$ cat src/design/ols_pkg.sv
// Shared types, widths and codes for the ordered list store.
`default_nettype none

package ols_pkg;

   // list depth and derived widths
   localparam int CAPACITY = 16;
   localparam int IDX_W    = $clog2(CAPACITY);
   localparam int CNT_W    = $clog2(CAPACITY + 1);

   // beat field widths
   localparam int MODE_W  = 3;
   localparam int VAL_W   = 32;
   localparam int POS_W   = 5;
   localparam int STAT_W  = 2;
   localparam int COUNT_W = 5;

   // common width for position vs. fill compares
   localparam int WIDE_W = (POS_W > CNT_W) ? POS_W : CNT_W;

   localparam logic [CNT_W-1:0] FULL_CNT = CNT_W'(CAPACITY);

   // operation codes
   localparam logic [MODE_W-1:0] MODE_HEAD    = 3'd0;
   localparam logic [MODE_W-1:0] MODE_TAIL    = 3'd1;
   localparam logic [MODE_W-1:0] MODE_INSERT  = 3'd2;
   localparam logic [MODE_W-1:0] MODE_DELETE  = 3'd3;
   localparam logic [MODE_W-1:0] MODE_REVERSE = 3'd4;
   localparam logic [MODE_W-1:0] MODE_DUMP    = 3'd5;

   // status codes
   localparam logic [STAT_W-1:0] ST_DONE  = 2'd0;
   localparam logic [STAT_W-1:0] ST_RANGE = 2'd1;
   localparam logic [STAT_W-1:0] ST_FULL  = 2'd2;
   localparam logic [STAT_W-1:0] ST_EMPTY = 2'd3;

   // one result beat handed from the sequencer to the output register
   typedef struct packed {
      logic [STAT_W-1:0]       status;
      logic [COUNT_W-1:0]      count;
      logic signed [VAL_W-1:0] element;
      logic                    last;
   } res_type;

endpackage

`default_nettype wire

$ cat src/design/ordered_list_store_core.sv
// Top level: bounded ordered list store, element RAM, sequencer, result register.
// Insert shifts the entries above the insert point up one slot and then writes the value,
// delete shifts the entries above the delete point down, reverse swaps pairs through the RAM,
// dump reads each element before its beat; all walk the single element RAM port pair.
// One operation at a time; a new beat is taken as soon as the last result is handed off.
// Reset (synchronous) empties the list; element storage keeps old contents, never read.
`default_nettype none

module ordered_list_store_core (
   input  wire logic                             clock,
   input  wire logic                             reset,
   // request channel
   input  wire logic                             req_valid,
   output logic                                  req_stall,
   input  wire logic [ols_pkg::MODE_W-1:0]       req_mode,
   input  wire logic signed [ols_pkg::VAL_W-1:0] req_value,
   input  wire logic [ols_pkg::POS_W-1:0]        req_position,
   // response channel
   output logic                                  rsp_valid,
   input  wire logic                             rsp_stall,
   output logic [ols_pkg::STAT_W-1:0]            rsp_status,
   output logic [ols_pkg::COUNT_W-1:0]           rsp_count,
   output logic signed [ols_pkg::VAL_W-1:0]      rsp_element,
   output logic                                  rsp_last
);

   logic                          ram_wr_en;
   logic [ols_pkg::IDX_W-1:0]     ram_wr_addr;
   logic [ols_pkg::VAL_W-1:0]     ram_wr_data;
   logic                          ram_rd_en;
   logic [ols_pkg::IDX_W-1:0]     ram_rd_addr;
   logic [ols_pkg::VAL_W-1:0]     ram_rd_data;

   logic                          res_valid;
   logic                          res_ready;
   ols_pkg::res_type              res;

   logic                          rsp_valid_ff, rsp_valid_in;
   ols_pkg::res_type              rsp_ff;

   ols_ram #(
      .DEPTH (ols_pkg::CAPACITY),
      .WIDTH (ols_pkg::VAL_W)
   ) u_ram (
      .clock      (clock),
      .wr_en      (ram_wr_en),
      .wr_addr    (ram_wr_addr),
      .wr_data    (ram_wr_data),
      .rd_en      (ram_rd_en),
      .rd_addr    (ram_rd_addr),
      .rd_data_ff (ram_rd_data)
   );

   ols_ctrl u_ctrl (
      .clock        (clock),
      .reset        (reset),
      .req_valid    (req_valid),
      .req_stall    (req_stall),
      .req_mode     (req_mode),
      .req_value    (req_value),
      .req_position (req_position),
      .ram_wr_en    (ram_wr_en),
      .ram_wr_addr  (ram_wr_addr),
      .ram_wr_data  (ram_wr_data),
      .ram_rd_en    (ram_rd_en),
      .ram_rd_addr  (ram_rd_addr),
      .ram_rd_data  (ram_rd_data),
      .res_valid    (res_valid),
      .res          (res),
      .res_ready    (res_ready)
   );

   // result register takes a beat when empty or being drained
   assign res_ready = !rsp_valid_ff || !rsp_stall;

   always_comb begin
      rsp_valid_in = rsp_valid_ff;
      if (res_valid && res_ready) begin
         rsp_valid_in = 1'b1;
      end else if (!rsp_stall) begin
         rsp_valid_in = 1'b0;
      end
   end

   always_ff @(posedge clock) begin
      if (reset) begin
         rsp_valid_ff <= 1'b0;
      end else begin
         rsp_valid_ff <= rsp_valid_in;
      end
      if (res_valid && res_ready) begin
         rsp_ff <= res;
      end
   end

   assign rsp_valid   = rsp_valid_ff;
   assign rsp_status  = rsp_ff.status;
   assign rsp_count   = rsp_ff.count;
   assign rsp_element = rsp_ff.element;
   assign rsp_last    = rsp_ff.last;

endmodule

`default_nettype wire

$ cat src/design/ols_ram.sv
// Simple dual-port RAM: one write port, one read port with registered data.
`default_nettype none

module ols_ram #(
   parameter int DEPTH = 16,
   parameter int WIDTH = 32
) (
   input  wire logic                     clock,
   input  wire logic                     wr_en,
   input  wire logic [$clog2(DEPTH)-1:0] wr_addr,
   input  wire logic [WIDTH-1:0]         wr_data,
   input  wire logic                     rd_en,
   input  wire logic [$clog2(DEPTH)-1:0] rd_addr,
   output logic      [WIDTH-1:0]         rd_data_ff
);

   logic [WIDTH-1:0] mem [DEPTH];

   // write port
   always_ff @(posedge clock) begin
      if (wr_en) begin
         mem[wr_addr] <= wr_data;
      end
   end

   // read port, data held until the next read
   always_ff @(posedge clock) begin
      if (rd_en) begin
         rd_data_ff <= mem[rd_addr];
      end
   end

endmodule

`default_nettype wire

$ cat src/design/ols_ctrl.sv
// Sequencer: decodes an operation and walks the element RAM to carry it out.
`default_nettype none

module ols_ctrl (
   input  wire logic                            clock,
   input  wire logic                            reset,
   // request side
   input  wire logic                            req_valid,
   output logic                                 req_stall,
   input  wire logic [ols_pkg::MODE_W-1:0]      req_mode,
   input  wire logic signed [ols_pkg::VAL_W-1:0] req_value,
   input  wire logic [ols_pkg::POS_W-1:0]       req_position,
   // element RAM
   output logic                                 ram_wr_en,
   output logic [ols_pkg::IDX_W-1:0]            ram_wr_addr,
   output logic [ols_pkg::VAL_W-1:0]            ram_wr_data,
   output logic                                 ram_rd_en,
   output logic [ols_pkg::IDX_W-1:0]            ram_rd_addr,
   input  wire logic [ols_pkg::VAL_W-1:0]       ram_rd_data,
   // result beats
   output logic                                 res_valid,
   output ols_pkg::res_type                     res,
   input  wire logic                            res_ready
);

   localparam int CNT_W  = ols_pkg::CNT_W;
   localparam int IDX_W  = ols_pkg::IDX_W;
   localparam int WIDE_W = ols_pkg::WIDE_W;

   typedef enum logic [3:0] {
      S_IDLE,
      S_INS_SHIFT,
      S_INS_PUT,
      S_DEL_SHIFT,
      S_RV_RDLO,
      S_RV_RDHI,
      S_RV_WRLO,
      S_RV_WRHI,
      S_DMP_RD,
      S_DMP_OUT,
      S_RESP
   } state_type;

   state_type                       state_ff, state_in;
   logic [CNT_W-1:0]                fill_ff, fill_in;
   logic [CNT_W-1:0]                walk_ff, walk_in;   // shift target / dump index
   logic                            pend_ff, pend_in;   // RAM read in flight
   logic [IDX_W-1:0]                pos_ff, pos_in;
   logic [ols_pkg::VAL_W-1:0]       val_ff, val_in;
   logic [IDX_W-1:0]                lo_ff, lo_in;
   logic [IDX_W-1:0]                hi_ff, hi_in;
   logic [ols_pkg::VAL_W-1:0]       tmp_ff, tmp_in;
   logic [ols_pkg::STAT_W-1:0]      stat_ff, stat_in;

   logic [CNT_W-1:0]  pos_w;
   logic [WIDE_W-1:0] req_pos_wide;
   logic [WIDE_W-1:0] fill_wide;
   logic [WIDE_W-1:0] eff_pos;
   logic              dump_last;

   assign pos_w        = CNT_W'(pos_ff);
   assign req_pos_wide = WIDE_W'(req_position);
   assign fill_wide    = WIDE_W'(fill_ff);
   assign dump_last    = ((walk_ff + CNT_W'(1)) == fill_ff);
   assign req_stall    = (state_ff != S_IDLE);

   // insert position per mode
   always_comb begin
      case (req_mode)
         ols_pkg::MODE_HEAD: eff_pos = '0;
         ols_pkg::MODE_TAIL: eff_pos = fill_wide;
         default:            eff_pos = req_pos_wide;
      endcase
   end

   // next state and RAM control
   always_comb begin
      state_in    = state_ff;
      fill_in     = fill_ff;
      walk_in     = walk_ff;
      pend_in     = pend_ff;
      pos_in      = pos_ff;
      val_in      = val_ff;
      lo_in       = lo_ff;
      hi_in       = hi_ff;
      tmp_in      = tmp_ff;
      stat_in     = stat_ff;
      ram_wr_en   = 1'b0;
      ram_wr_addr = '0;
      ram_wr_data = ram_rd_data;
      ram_rd_en   = 1'b0;
      ram_rd_addr = '0;
      res_valid   = 1'b0;
      res.status  = stat_ff;
      res.count   = ols_pkg::COUNT_W'(fill_ff);
      res.element = '0;
      res.last    = 1'b1;

      case (state_ff)
         S_IDLE: begin
            if (req_valid) begin
               stat_in = ols_pkg::ST_DONE;
               pend_in = 1'b0;
               state_in = S_RESP;
               case (req_mode)
                  ols_pkg::MODE_HEAD, ols_pkg::MODE_TAIL, ols_pkg::MODE_INSERT: begin
                     if (req_mode == ols_pkg::MODE_INSERT && req_pos_wide > fill_wide) begin
                        stat_in = ols_pkg::ST_RANGE;
                     end else if (fill_ff >= ols_pkg::FULL_CNT) begin
                        stat_in = ols_pkg::ST_FULL;
                     end else begin
                        pos_in   = IDX_W'(eff_pos);
                        val_in   = req_value;
                        walk_in  = fill_ff;
                        state_in = S_INS_SHIFT;
                     end
                  end
                  ols_pkg::MODE_DELETE: begin
                     if (fill_ff == '0) begin
                        stat_in = ols_pkg::ST_EMPTY;
                     end else if (req_pos_wide >= fill_wide) begin
                        stat_in = ols_pkg::ST_RANGE;
                     end else begin
                        walk_in  = CNT_W'(req_position);
                        state_in = S_DEL_SHIFT;
                     end
                  end
                  ols_pkg::MODE_REVERSE: begin
                     if (fill_ff >= CNT_W'(2)) begin
                        lo_in    = '0;
                        hi_in    = IDX_W'(fill_ff - CNT_W'(1));
                        state_in = S_RV_RDLO;
                     end
                  end
                  ols_pkg::MODE_DUMP: begin
                     if (fill_ff == '0) begin
                        stat_in = ols_pkg::ST_EMPTY;
                     end else begin
                        walk_in  = '0;
                        state_in = S_DMP_RD;
                     end
                  end
                  default: begin
                     stat_in = ols_pkg::ST_DONE;
                  end
               endcase
            end
         end

         // move entries up one slot, from the tail down to the insert point
         S_INS_SHIFT: begin
            if (!pend_ff) begin
               if (walk_ff > pos_w) begin
                  ram_rd_en   = 1'b1;
                  ram_rd_addr = IDX_W'(walk_ff - CNT_W'(1));
                  pend_in     = 1'b1;
               end else begin
                  state_in = S_INS_PUT;
               end
            end else begin
               ram_wr_en   = 1'b1;
               ram_wr_addr = IDX_W'(walk_ff);
               walk_in     = walk_ff - CNT_W'(1);
               if (walk_ff > pos_w + CNT_W'(1)) begin
                  ram_rd_en   = 1'b1;
                  ram_rd_addr = IDX_W'(walk_ff - CNT_W'(2));
               end else begin
                  pend_in  = 1'b0;
                  state_in = S_INS_PUT;
               end
            end
         end

         S_INS_PUT: begin
            ram_wr_en   = 1'b1;
            ram_wr_addr = pos_ff;
            ram_wr_data = val_ff;
            fill_in     = fill_ff + CNT_W'(1);
            state_in    = S_RESP;
         end

         // move entries down one slot, from the delete point to the tail
         S_DEL_SHIFT: begin
            if (!pend_ff) begin
               if (walk_ff + CNT_W'(1) < fill_ff) begin
                  ram_rd_en   = 1'b1;
                  ram_rd_addr = IDX_W'(walk_ff + CNT_W'(1));
                  pend_in     = 1'b1;
               end else begin
                  fill_in  = fill_ff - CNT_W'(1);
                  state_in = S_RESP;
               end
            end else begin
               ram_wr_en   = 1'b1;
               ram_wr_addr = IDX_W'(walk_ff);
               walk_in     = walk_ff + CNT_W'(1);
               if (walk_ff + CNT_W'(2) < fill_ff) begin
                  ram_rd_en   = 1'b1;
                  ram_rd_addr = IDX_W'(walk_ff + CNT_W'(2));
               end else begin
                  pend_in  = 1'b0;
                  fill_in  = fill_ff - CNT_W'(1);
                  state_in = S_RESP;
               end
            end
         end

         // swap one pair per pass: read lo, read hi, write lo, write hi
         S_RV_RDLO: begin
            ram_rd_en   = 1'b1;
            ram_rd_addr = lo_ff;
            state_in    = S_RV_RDHI;
         end

         S_RV_RDHI: begin
            ram_rd_en   = 1'b1;
            ram_rd_addr = hi_ff;
            tmp_in      = ram_rd_data;
            state_in    = S_RV_WRLO;
         end

         S_RV_WRLO: begin
            ram_wr_en   = 1'b1;
            ram_wr_addr = lo_ff;
            state_in    = S_RV_WRHI;
         end

         S_RV_WRHI: begin
            ram_wr_en   = 1'b1;
            ram_wr_addr = hi_ff;
            ram_wr_data = tmp_ff;
            lo_in       = lo_ff + IDX_W'(1);
            hi_in       = hi_ff - IDX_W'(1);
            if (({1'b0, lo_ff} + (IDX_W + 1)'(2)) < {1'b0, hi_ff}) begin
               state_in = S_RV_RDLO;
            end else begin
               state_in = S_RESP;
            end
         end

         // dump: one read, then one beat per element
         S_DMP_RD: begin
            ram_rd_en   = 1'b1;
            ram_rd_addr = IDX_W'(walk_ff);
            state_in    = S_DMP_OUT;
         end

         S_DMP_OUT: begin
            res_valid   = 1'b1;
            res.status  = ols_pkg::ST_DONE;
            res.element = ram_rd_data;
            res.last    = dump_last;
            if (res_ready) begin
               if (dump_last) begin
                  state_in = S_IDLE;
               end else begin
                  walk_in  = walk_ff + CNT_W'(1);
                  state_in = S_DMP_RD;
               end
            end
         end

         S_RESP: begin
            res_valid = 1'b1;
            if (res_ready) begin
               state_in = S_IDLE;
            end
         end

         default: begin
            state_in = S_IDLE;
         end
      endcase
   end

   // state and working registers
   always_ff @(posedge clock) begin
      if (reset) begin
         state_ff <= S_IDLE;
         fill_ff  <= '0;
         pend_ff  <= 1'b0;
      end else begin
         state_ff <= state_in;
         fill_ff  <= fill_in;
         pend_ff  <= pend_in;
      end
      walk_ff <= walk_in;
      pos_ff  <= pos_in;
      val_ff  <= val_in;
      lo_ff   <= lo_in;
      hi_ff   <= hi_in;
      tmp_ff  <= tmp_in;
      stat_ff <= stat_in;
   end

endmodule

`default_nettype wire
$ cat config.mk
export PLATFORM = sky130hd
export DESIGN_NAME = ordered_list_store_core
export DESIGN_NICKNAME = d
export VERILOG_FILES = /design/src/design/ols_pkg.sv /design/src/design/ordered_list_store_core.sv /design/src/design/ols_ram.sv /design/src/design/ols_ctrl.sv
export SDC_FILE = /design/constraint.sdc
export NUM_CORES = 1
export LEC_CHECK = 0
export ABC_AREA = 1
export ABC_CLOCK_PERIOD_IN_PS = 4300
export BUFFER_PORTS_ARGS = -buffer_cell sky130_fd_sc_hd__buf_2
export CAP_MARGIN = 20
export CORE_MARGIN = 2
export CORE_UTILIZATION = 40
export CTS_CLUSTER_SIZE = 12
export DETAILED_ROUTE_END_ITERATION = 16
export PLACE_DENSITY_LB_ADDON = 0.1
export SYNTH_ARGS = -nofsm -noshare
export SYNTH_HDL_FRONTEND = slang
export SYNTH_HIERARCHICAL = 1
export SYNTH_SLANG_ARGS = --single-unit
$ cat constraint.sdc
create_clock -name clock -period 4.3 [get_ports clock]
set_clock_uncertainty 0.05 [all_clocks]
set_input_delay 0 -clock clock [delete_from_list [all_inputs] [get_ports clock]]
set_output_delay 0 -clock clock [all_outputs]
set_load 0.01 [all_outputs]
; ---- Word-level counts from Yosys, hierarchy flattened
; Memory sizes are Yosys's and may differ from the RTL's. A register that Yosys moved wholly into a read port is not among the register bits.
; Cells that the tools add are included.
[word_totals]
register_bits = 134
mem_bits_rw = 512
output_inout_bits = 42
wordCells = 173
n_memories = 1
[mem_list]
columns = name, words, word_bits, read_ports, rd_clocked_by_memory_dff, wr, line_no
row1 = u_ram.mem, 16, 32, 1, 1, 1, ols_ram.sv:17  ; logic [WIDTH-1:0] mem [DEPTH];
[classes]
n_addsub = 10
order_cmp = 9
n_eq_ne = 35
n_mux = 76
bitwise_logic = 2
n_reduce_logical = 25
[ops]
columns = operator, n
row1 = $mux 4, 29
row2 = $mux 5, 13
row3 = $pmux 32 s2, 1
row4 = $pmux 4 s11, 1
row5 = $pmux 4 s4, 2
row6 = $pmux 4 s2, 3
row7 = $ne 3x3->1 const B, 7
row8 = $pmux 4 s5, 1
row9 = $pmux 5 s4, 1
row10 = $eq 4x3->1 const B, 4
row11 = $pmux 5 s3, 1
row12 = $mux 1, 14
row13 = $eq 4x4->1 const B, 3
row14 = $reduce_and 12->1, 1
row15 = $add 5x1->5 const B, 2
row16 = $gt 5x5->1, 2
row17 = $lt 5x5->1, 2
row18 = $mux 2, 5
row19 = $ne 2x2->1 const B, 5
row20 = $pmux 5 s2, 1
row21 = $sub 5x1->5 const B, 2
row22 = $reduce_or 3->1, 3
row23 = $eq 4x2->1 const B, 2
row24 = $ne 2x1->1 const B, 4
row25 = other kinds (37), 48

; ---- Longest topological paths before layout
; Gate-level depths: netlist of run 1.
[logic_depth]
ltp_word = 6
depth_mapped = 23
ltp_nobuf = 20

; ---- By module
; Netlist of run 1, hierarchy kept.
[modules_own_cells]
columns = module, instances, cells_per_inst, area_per_inst_um2
row1 = ols_ram, 1, 2120, 23050.9
row2 = ols_ctrl, 1, 749, 5955.7
row3 = ordered_list_store_core, 1, 45, 1244.9

; ---- Worst setup path after synthesis of run 1
; No wires, ideal clock.
[synth_timing]
kind = register to register
startpoint = register u_ctrl.fill_ff[2]
endpoint = register u_ctrl.pos_ff[0] (enable)
setup_time_ns = 0.474
t_arrival_ns = 3.826
path_slack_ns = -0.050
stages_incl_launch_ff = 10
path_buffers = 1
cell_sequence = dfxtp_1 > clkbuf_2 > inv_1 > ha_1 > nand2_1 > nor2_1 > a21oi_1 > nand2_1 > nand3_1 > nor3_1
[synth_between]
elab_chain_cells = 4
word_cells_on_any_way = 6
cone_classes = order compare (2) / bitwise (2) / reduce/logical (2)
[synth_lines]
columns = item, line_no
row1 = from (decl), ols_ctrl.sv:45  ; logic [CNT_W-1:0] fill_ff, fill_in;
row2 = from (signal assigned), ols_ctrl.sv:284  ; fill_ff <= fill_in;
row3 = $gt 5x5->1, ols_ctrl.sv:107  ; if (req_mode == ols_pkg::MODE_INSERT && req_pos_wide > fill_wide) begin
row4 = $logic_and 1x1->1, ols_ctrl.sv:107
row5 = $not 1->1 (no source line), --
row6 = $reduce_and 5->1 (no source line) *, --
row7 = to (signal assigned), ols_ctrl.sv:288  ; pos_ff <= pos_in;
row8 = to (decl), ols_ctrl.sv:48  ; logic [IDX_W-1:0] pos_ff, pos_in;
; Every way passes the cells marked *; elsewhere a longest branch is shown, timed or not.
; A chain may end at the register's enable or synchronous reset.

; ---- Final worst setup path of run 1
[layout_timing]
startpoint = register u_ctrl.walk_ff[1]
endpoint = register u_ram.rd_data_ff[9] (read register of u_ram.mem), data pin
[layout_between]
elab_chain_cells = 5
word_cells_on_any_way = 22
cone_classes = add/sub (4) / order compare (4) / mux (14)
[layout_lines]
columns = item, line_no
row1 = from (decl), ols_ctrl.sv:46  ; logic [CNT_W-1:0] walk_ff, walk_in;
row2 = from (signal assigned), ols_ctrl.sv:287  ; walk_ff <= walk_in;
row3 = $add 5x1->5 / $add 5x2->5 (equally long branches), "ols_ctrl.sv:185, ols_ctrl.sv:197"
row4 = $lt 5x5->1 (on tied branches), "ols_ctrl.sv:185, ols_ctrl.sv:197"
row5 = $mux 4 (on tied branches), "ols_ctrl.sv:185, ols_ctrl.sv:197"
row6 = $mux 4, ols_ctrl.sv:184  ; if (!pend_ff) begin
row7 = $pmux 4 s5 *, ols_ctrl.sv:99  ; case (state_ff)
row8 = net ram_rd_addr (one bit), ordered_list_store_core.sv:31  ; logic [ols_pkg::IDX_W-1:0] ram_rd_addr;
row9 = to (decl), ols_ram.sv:14  ; output logic [WIDTH-1:0] rd_data_ff
; The timed path passes the listed nets; every way through them passes the cells marked *.

==> summary.txt, run 1 <==
outcome -> finished clean
portion of netlist area occupied by mux cells -> 0%
CTS Buf Count -> 74
Worst-Margin Slew -> 0.940 ns
RR Startpoint -> u_ctrl/walk_ff[1]
r2r setup slk -> 0.39 ns
CP delay by family, top -> simple AND/OR/NAND/NOR gates
Die Span Y -> 279 um
register bit count reported by yosys -> 678
CTS max path bufs -> 3
layout cell share with drive strength beyond 1 -> 9.32%
synthesized area -> 30300 um2
Root Driver -> clkbuf_16
Initial Utilization -> 40.5%
fin cells -> 4080
chip width -> 279 um
post-synthesis sequential area ratio -> 66.9%
Worst R2R Path Depth -> 18
Worst Hold End -> u_ctrl/state_ff[2]
hold_sp -> rsp_stall
Syn Inst Count -> 2914
Ant. Diodes -> 0
# rows -> 100
Lkg Pwr -> 14.5 nW
Yosys cell types -> 48
Synth Area in XOR/XNOR -> 0.434%
period utilisation layout -> 91.0%
Finished Core Util -> 46.6%
hold crit path type -> in2reg
Final min period -> 3.91 ns
HPWL Detailed -> 46400 um
simple-gate share of the synthesized area -> 20.6%
Final Hold Violating Endpoints -> 0
Initial DRC Count -> 1719
Fmax -> 256 MHz
Worst Slack Setup Final -> 0.389 ns
crit-path most repeated cell -> nand2_1
top cell type's share of synthesized area -> 66.2%
setup TNS -> 0 ns
vias -> 20.4k
Placed Cells -> 3900
normalized max-slew margin -> 37.3%
WHS Path Cells -> 8
dpl ws -> 0.328 ns
final wirelength -> 84300 um
Worst EP required -> 4.60 ns
syn_area_per_cell -> 10.4 um2
Hold WS -> 0.0268 ns
Synth area leader -> edfxtp_1
Worst-path clk slew -> 0.06 ns
Pre-Repair DR Iteration Count -> 5
PortBufs -> 85
clock latency on the worst-skew pair -> 0.62 ns
gr usage total -> 21.7%
Critical Path Source Type -> register
Synth Area in Compound Gates -> 1.51%
first-pass GRT wire length -> 125000 um
PwrDens -> 705 nW/um2
most numerous cell in the Yosys netlist -> nand2_1
die area -> 77800 um2
final number of setup-violating endpoints -> 0
Post-Synth Adder-Cell Area -> 1.61%
# nets final -> 3138
Buf/Inv on CP -> 3
ys flop type -> edfxtp_1
WL/cell -> 20.7 um
Routed Antenna Nets -> 0
pin count of the biggest net entering global routing -> 109
Filler Cell Count -> 6835
CP endpoint kind -> register
largest family of logic cells by synthesized area -> simple AND/OR/NAND/NOR gates
unrepaired setup endpoints after global routing -> false
count of pins over their slew limit -> 0
DR vias/cell -> 5.01
EDFF count, synth -> 667
Area contributors post-synth -> edfxtp_1 66%, nand2_1 11%, nand3_1 7.6%
Syn Nets -> 2997
Worst EP arrival -> 4.21 ns
initial antenna violation count -> 2
most frequent cells after synthesis -> 886 x nand2_1, 667 x edfxtp_1, 498 x inv_1
Synth warnings -> 6
core box area -> 74700 um2
grt ovf -> 0
routability cong. -> 0.881
top fanout value on the critical path -> 37
Critical-path top delay cell -> edfxtp_1
vias in the first global route -> 19.6k
CP max stage delay -> 0.52 ns
Setup CP Type -> reg2reg
Post-synth ARST share -> 0%
Area growth syn-to-layout -> 15.2%
Max-Cap Viols -> 0
CTS tree -> done
CP cell instances -> ha_1 > nor2_1 > a21oi_1 > o21ai_0 > inv_1 > ha_1 > nand2_1 > nor2_1 > a21oi_1 > nand2_1 > o22ai_1 > nand2_1 > o2111ai_4 > inv_2 > buf_12 > nand3_1 > nand3_1 > nand2_1
reg2reg end -> u_ram/rd_data_ff[9]
I/O Pins -> 86
number of remaining DRC errors -> 0
clock net sink count -> 678
Max H-tree Level -> 3
VDD IR-drop max -> 0.456 mV
flip-flops by register name (all words and copies together), names as in the netlist:
name	flops
rsp_element	32
u_ctrl/fill_ff	5
u_ctrl/pend_ff	1
u_ctrl/lo_ff	4
u_ctrl/state_ff	4
u_ctrl/stat_ff	2
u_ctrl/hi_ff	4
u_ctrl/tmp_ff	32
u_ctrl/val_ff	32
rsp_valid	1
rsp_last	1
u_ram/mem	512
u_ctrl/walk_ff	5
rsp_count	5
u_ram/rd_data_ff	32
u_ctrl/pos_ff	4
rsp_status	2
placed cells by master, fill, tap and decap left out, types with 14 or more instances in the layout:
cell type / n
a21oi_1: 22
ha_1: 39
clkbuf_16: 78
clkinv_1: 14
o21ai_0: 19
dlygate4sd3_1: 48
nor2_4: 20
buf_12: 23
edfxtp_1: 667
buf_2: 85
inv_1: 497
buf_4: 29
nand3_1: 455
nor2_1: 81
nand2_1: 885
clkbuf_1: 23
final cells by class:
type / instances / area [um2] / area share [%]
inverter: 510 / 1930 / 5.55
clock inverter: 31 / 268 / 0.769
clock buffer: 101 / 2040 / 5.85
multi-input combinational: 1605 / 7530 / 21.6
tap: 969 / 1210 / 3.48
sequential: 678 / 20200 / 58.1
timing repair buffer: 186 / 1610 / 4.63
worst register-to-register path: stages, from the launching register on:
cell and delay, ns:
edfxtp_1 0.52, ha_1 0.27, nor2_1 0.16, a21oi_1 0.06, o21ai_0 0.12, inv_1 0.09
ha_1 0.28, nand2_1 0.06, nor2_1 0.14, a21oi_1 0.10, nand2_1 0.15, o22ai_1 0.10
nand2_1 0.11, o2111ai_4 0.47, inv_2 0.30, buf_12 0.29, nand3_1 0.14, nand3_1 0.11
nand2_1 0.12
metrics by stage:
stage | area [um2] | power (mW)
global route | 34800 | 26.1
detailed placement | 32000 | 18.6
CTS | 34800 | 24.8
floorplan | 30300 | 15.6
finish | 34800 | 24.6
global placement | 32000 | 18.5
timing repair:
item	in CTS	in global routing
setup buffers	0	0
gates resized for setup	0	4
endpoints found under the setup margin	0	18
hold buffers	48	0
endpoints found under the hold margin	56	0
logic make-up (layout without fill, tap and decap cells):
group           Yosys count  after routing
compound gates           75             75
flops                   678            678
fa+ha+maj                39             39
simple gates           1476           1476
xor+xnor                 15             15
buf+inv                 631            828
power by group:
group | internal, mW | switching [mW] | total, mW
Clock | 3.51 | 2.57 | 6.08
Combinational | 2.48 | 6.37 | 8.86
Sequential | 9.25 | 0.393 | 9.64
metal layers:
metal	vias to the layer above	global-route usage, %	wire length (um)
li1	9796	-	-
met3	140	3.16	5200
met1	9871	30.0	38200
met5	-	0	0
met2	636	35.4	38900
met4	0	6.71	2060
worst max path at each step:
stage | start | endpoint | depth (start not counted)
floorplan | u_ctrl/state_ff[2] | u_ram/rd_data_ff[23] | 11
global placement | u_ctrl/walk_ff[0] | u_ram/rd_data_ff[9] | 16
detailed placement | u_ctrl/walk_ff[0] | u_ram/rd_data_ff[9] | 15
CTS | u_ctrl/walk_ff[0] | u_ram/rd_data_ff[9] | 15
global route | u_ctrl/walk_ff[0] | u_ram/rd_data_ff[9] | 16
finish | u_ctrl/walk_ff[1] | u_ram/rd_data_ff[9] | 18
Power figures use the tool's default switching activity.
==> run 2: changes to the inputs <==
PLACE_DENSITY_LB_ADDON = default   (was 0.1)
==> summary.txt, run 2 (synthesized netlist as in run 1, its figures left out) <==
Fmax -> 253 MHz
CTS max path bufs -> 3
count of pins over their slew limit -> 0
PortBufs -> 85
number of remaining DRC errors -> 0
final wirelength -> 80400 um
area occupied by registers -> 20200 um2
first-pass GRT wire length -> 121000 um
clock net sink count -> 678
cell-internal power -> 14.9 mW
grt ovf -> 0
Worst Slack Setup Final -> 0.351 ns
CTS tree -> done
Psw -> 9.13 mW
Final Hold Violating Endpoints -> 0
most common cell after layout, fill and taps aside -> nand2_1
Initial DRC Count -> 2029
period utilisation layout -> 91.8%
Root Driver -> clkbuf_16
# rows -> 100
VDD IR-drop max -> 0.484 mV
Die Span Y -> 279 um
area of the multi-input gates -> 7530 um2
initial antenna violation count -> 0
WL/cell -> 19.7 um
vias in the first global route -> 19.6k
combinational power share -> 36.6%
fin cells -> 4080
Design Area, Final -> 34700 um2
Placed Cells -> 3918
top fanout value on the critical path -> 24
vias -> 20.5k
outcome -> finished clean
Routed Antenna Nets -> 0
CP endpoint kind -> register
Finished Core Util -> 46.5%
most flop-heavy register -> u_ram/mem
Critical Path Source Type -> register
Max H-tree Level -> 3
Worst EP arrival -> 4.37 ns
clock latency on the worst-skew pair -> 0.61 ns
dpl ws -> 0.389 ns
hold crit path type -> in2reg
layout cell share with drive strength beyond 1 -> 9.51%
Ant. Diodes -> 0
setup TNS -> 0 ns
Reg power frac -> 40.0%
PwrDens -> 692 nW/um2
Placed Instance Area -> 32200 um2
max reg flops -> 512
DR vias/cell -> 5.02
Lkg Pwr -> 14.5 nW
# nets final -> 3155
Worst EP required -> 4.72 ns
Setup CP Type -> reg2reg
normalized max-slew margin -> 28.7%
final number of setup-violating endpoints -> 0
Max-Cap Viols -> 0
die area -> 77800 um2
most frequent cells in the layout -> 885 x nand2_1, 667 x edfxtp_1, 496 x inv_1
total power -> 24.0 mW
CTS Buf Count -> 71
Pre-Repair DR Iteration Count -> 5
I/O Pins -> 86
Initial Utilization -> 40.5%
Area growth syn-to-layout -> 14.7%
Hold WS -> 0.0577 ns
Clk pwr share -> 23.3%
Worst-Margin Slew -> 1.07 ns
pin count of the biggest net entering global routing -> 129
Final min period -> 3.95 ns
unrepaired setup endpoints after global routing -> false
Worst-path clk slew -> 0.06 ns
HPWL Detailed -> 46400 um
Filler Cell Count -> 6839
switch share -> 38.0%
routability cong. -> 0.905
gr usage total -> 20.7%
chip width -> 279 um
core box area -> 74700 um2
==> run 2: final cells by class <==
| cell class | instances | area share [%] |
|---|---|---|
| repair buffers | 206 | 5.02 |
| multi-input cells | 1605 | 21.7 |
| well taps | 969 | 3.49 |
| clock buffers | 94 | 5.52 |
| clock inverters | 18 | 0.379 |
| inverters | 510 | 5.55 |
| flip-flops and latches | 678 | 58.3 |
==> run 2: per-layer routing <==
layer / up-vias / part of all wire (%) / track usage (%)
met5: - / 0 / 0
met4: 0 / 2.8 / 6.88
met3: 132 / 6.3 / 3.51
met2: 691 / 46 / 33.3
met1: 9828 / 44 / 28.6
li1: 9825 / - / -
==> run 2: path summary, 6_finish.rpt <==
| kind | from | to | slack [ns] | cells past startpoint |
|---|---|---|---|---|
| max | u_ctrl/walk_ff[0] | u_ram/rd_data_ff[28] | 0.35 | 18 |
| min | req_value[31] | u_ctrl/val_ff[31] | 0.06 | 2 |
| max reg2reg | u_ctrl/walk_ff[0] | u_ram/rd_data_ff[28] | 0.35 | 18 |
| min reg2reg | u_ram/rd_data_ff[18] | u_ctrl/tmp_ff[18] | 0.43 | 0 |
==> run 2: timing repair <==
action                                  4_1_cts  5_1_grt
gates resized for setup                       0        2
endpoints found under the hold margin        71        0
buffers inserted                              0        0
hold buffers                                 50        0
endpoints found under the setup margin        0       29
==> run 2: critical path, cell delays in order, from the launching register on <==
cell and delay [ns]:
edfxtp_1 0.57, clkinvlp_4 0.36, ha_1 0.44, ha_1 0.29, nand2_1 0.05, nor2_1 0.12
a21oi_1 0.10, nand2_1 0.15, nand2_1 0.08, nand2_2 0.14, nor2_1 0.06, o22ai_1 0.22
nand2_4 0.11, inv_4 0.31, buf_4 0.35, nand3_1 0.13, nand3_1 0.09, nand3_1 0.08
nand2_1 0.08
==> run 2: power by group through the flow <==
| stage | sequential (mW) | combinational (mW) | clock (mW) |
|---|---|---|---|
| 6_report | 9.62 | 8.80 | 5.61 |
| 2_1_floorplan | 9.60 | 5.97 | 0 |
| 3_5_place_dp | 9.75 | 8.71 | 0 |
| 3_3_place_gp | 9.75 | 8.66 | 0 |
| 4_1_cts | 9.62 | 8.79 | 5.73 |
| 5_1_grt | 9.68 | 9.84 | 5.98 |
==> run 3: changes to the inputs <==
REMOVE_ABC_BUFFERS = 1   (was default)
==> summary.txt, run 3 (synthesized netlist as in run 1, its figures left out) <==
outcome -> finished clean
CP max stage delay -> 0.83 ns
I/O Pins -> 86
most common cell after layout, fill and taps aside -> nand2_1
Psw -> 9.09 mW
combinational power share -> 34.9%
setup TNS -> 0 ns
Lkg Pwr -> 14.6 nW
reg2reg end -> u_ram/rd_data_ff[14]
dpl ws -> 0.456 ns
PwrDens -> 695 nW/um2
Ant. Diodes -> 0
Buf/Inv on CP -> 2
number of remaining DRC errors -> 0
most frequent cells in the layout -> 885 x nand2_1, 667 x edfxtp_1, 495 x inv_1
CTS tree -> done
Clk pwr share -> 25.5%
Worst EP required -> 4.62 ns
Worst EP arrival -> 4.22 ns
hold crit path type -> in2reg
unrepaired setup endpoints after global routing -> false
Final Hold Violating Endpoints -> 0
Pre-Repair DR Iteration Count -> 5
final wirelength -> 76300 um
Reg power frac -> 39.6%
CTS Buf Count -> 76
Initial DRC Count -> 1711
switch share -> 37.5%
Initial Utilization -> 40.5%
Max H-tree Level -> 3
most flop-heavy register -> u_ram/mem
normalized max-slew margin -> 29.4%
Worst-path clk slew -> 0.06 ns
clock net sink count -> 678
PortBufs -> 85
VDD IR-drop max -> 0.551 mV
# rows -> 100
WL/cell -> 18.6 um
Placed Cells -> 3900
Root Driver -> clkbuf_16
layout cell share with drive strength beyond 1 -> 9.54%
hold_sp -> req_value[22]
initial antenna violation count -> 0
fin cells -> 4092
RR Startpoint -> u_ctrl/walk_ff[1]
routability cong. -> 0.913
grt ovf -> 0
Critical-path top delay cell -> buf_4
CP cell instances -> inv_1 > ha_1 > ha_1 > nand2_1 > nand2_1 > a21oi_1 > nand3_1 > o22ai_1 > nand2_1 > o2111ai_4 > buf_4 > nand3_1 > nand3_1 > nand2_1
cell-internal power -> 15.2 mW
pin count of the biggest net entering global routing -> 146
first-pass GRT wire length -> 116000 um
Setup CP Type -> reg2reg
Fmax -> 257 MHz
Worst Slack Setup Final -> 0.407 ns
Area growth syn-to-layout -> 15.4%
max reg flops -> 512
Max-Cap Viols -> 0
final number of setup-violating endpoints -> 0
r2r setup slk -> 0.41 ns
WHS Path Cells -> 2
vias in the first global route -> 19.1k
CP delay by family, top -> buffers and inverters
Hold WS -> 0.0311 ns
CTS max path bufs -> 3
Worst-Margin Slew -> 1.06 ns
clock latency on the worst-skew pair -> 0.64 ns
period utilisation layout -> 90.5%
Routed Antenna Nets -> 0
DR vias/cell -> 4.95
Final min period -> 3.89 ns
Worst Hold End -> u_ctrl/val_ff[22]
vias -> 20.2k
CP endpoint kind -> register
gr usage total -> 19.7%
core box area -> 74700 um2
crit-path most repeated cell -> nand2_1
Critical Path Source Type -> register
top fanout value on the critical path -> 64
Worst R2R Path Depth -> 14
die area -> 77800 um2
Die Span Y -> 279 um
# nets final -> 3149
count of pins over their slew limit -> 0
chip width -> 279 um
HPWL Detailed -> 41800 um
[run 3: changes by cell type in the layout (fill, tap and decap cells not counted), moves of 4 or more]
| cell | previous run | this run |
|---|---|---|
| clkbuf_16 | 73 | 77 |
| buf_4 | 49 | 33 |
| clkbuf_1 | 20 | 15 |
| clkinv_2 | 3 | 11 |
| dlygate4sd3_1 | 50 | 57 |
| clkinv_1 | 10 | 19 |
[run 3: worst register-to-register path: stages (launching register included)]
cell and delay, ns:
edfxtp_1 0.49, inv_1 0.29, ha_1 0.33, ha_1 0.31, nand2_1 0.07, nand2_1 0.04
a21oi_1 0.18, nand3_1 0.19, o22ai_1 0.19, nand2_1 0.11, o2111ai_4 0.10, buf_4 0.83
nand3_1 0.23, nand3_1 0.15, nand2_1 0.07
[run 3: worst max path at each step]
| stage | start | endpoint | slack [ns] | cells after the start |
|---|---|---|---|---|
| 2_1_floorplan | u_ctrl/walk_ff[2] | u_ram/rd_data_ff[17] | -6.11 | 19 |
| 3_3_place_gp | u_ctrl/walk_ff[1] | u_ram/rd_data_ff[0] | 0.52 | 14 |
| 3_5_place_dp | u_ctrl/walk_ff[1] | u_ram/rd_data_ff[4] | 0.46 | 14 |
| 4_1_cts | u_ctrl/walk_ff[0] | u_ram/rd_data_ff[16] | 0.45 | 17 |
| 5_1_grt | u_ctrl/walk_ff[2] | u_ram/rd_data_ff[30] | 0.06 | 21 |
| 6_report | u_ctrl/walk_ff[1] | u_ram/rd_data_ff[14] | 0.41 | 14 |
[run 3: cell type report]
cell class / instances / area (um2)
clock buffer: 92 / 1980
inverter: 510 / 1930
clock inverter: 43 / 375
fill: 6844 / 39800
tap: 969 / 1210
timing repair buffer: 195 / 1640
multi-input combinational: 1605 / 7520
sequential: 678 / 20200
[run 3: through the flow]
step | utilization, % | power, mW | instance area, um2
finish | 46.7 | 24.3 | 34900
global placement | 42.8 | 18.1 | 32000
global route | 46.7 | 25.8 | 34900
floorplan | - | 14.8 | 29500
CTS | 46.7 | 24.5 | 34900
detailed placement | 42.8 | 18.2 | 32000
[run 3: metal layers]
layer	share of wire, %	track usage [%]	vias to the layer above	routed length (um)
li1	-	-	9829	-
met1	45	27.5	9690	34300
met2	47	32.4	612	35900
met3	6.2	2.64	106	4710
met4	1.8	5.42	0	1410
met5	0	0	-	0
[run 3: power groups by stage]
stage / clock [mW] / sequential (mW) / combinational (mW)
6_report: 6.20 / 9.62 / 8.46
5_1_grt: 6.58 / 9.68 / 9.50
4_1_cts: 6.32 / 9.62 / 8.51
3_5_place_dp: 0 / 9.75 / 8.44
3_3_place_gp: 0 / 9.75 / 8.38
2_1_floorplan: 0 / 9.60 / 5.20
[run 3: repair_timing]
action / 4_1_cts / 5_1_grt
buffers inserted: 0 / 0
endpoints found under the hold margin: 73 / 0
hold buffers: 57 / 0
setup endpoints to repair: 0 / 4
resized for setup: 0 / 2
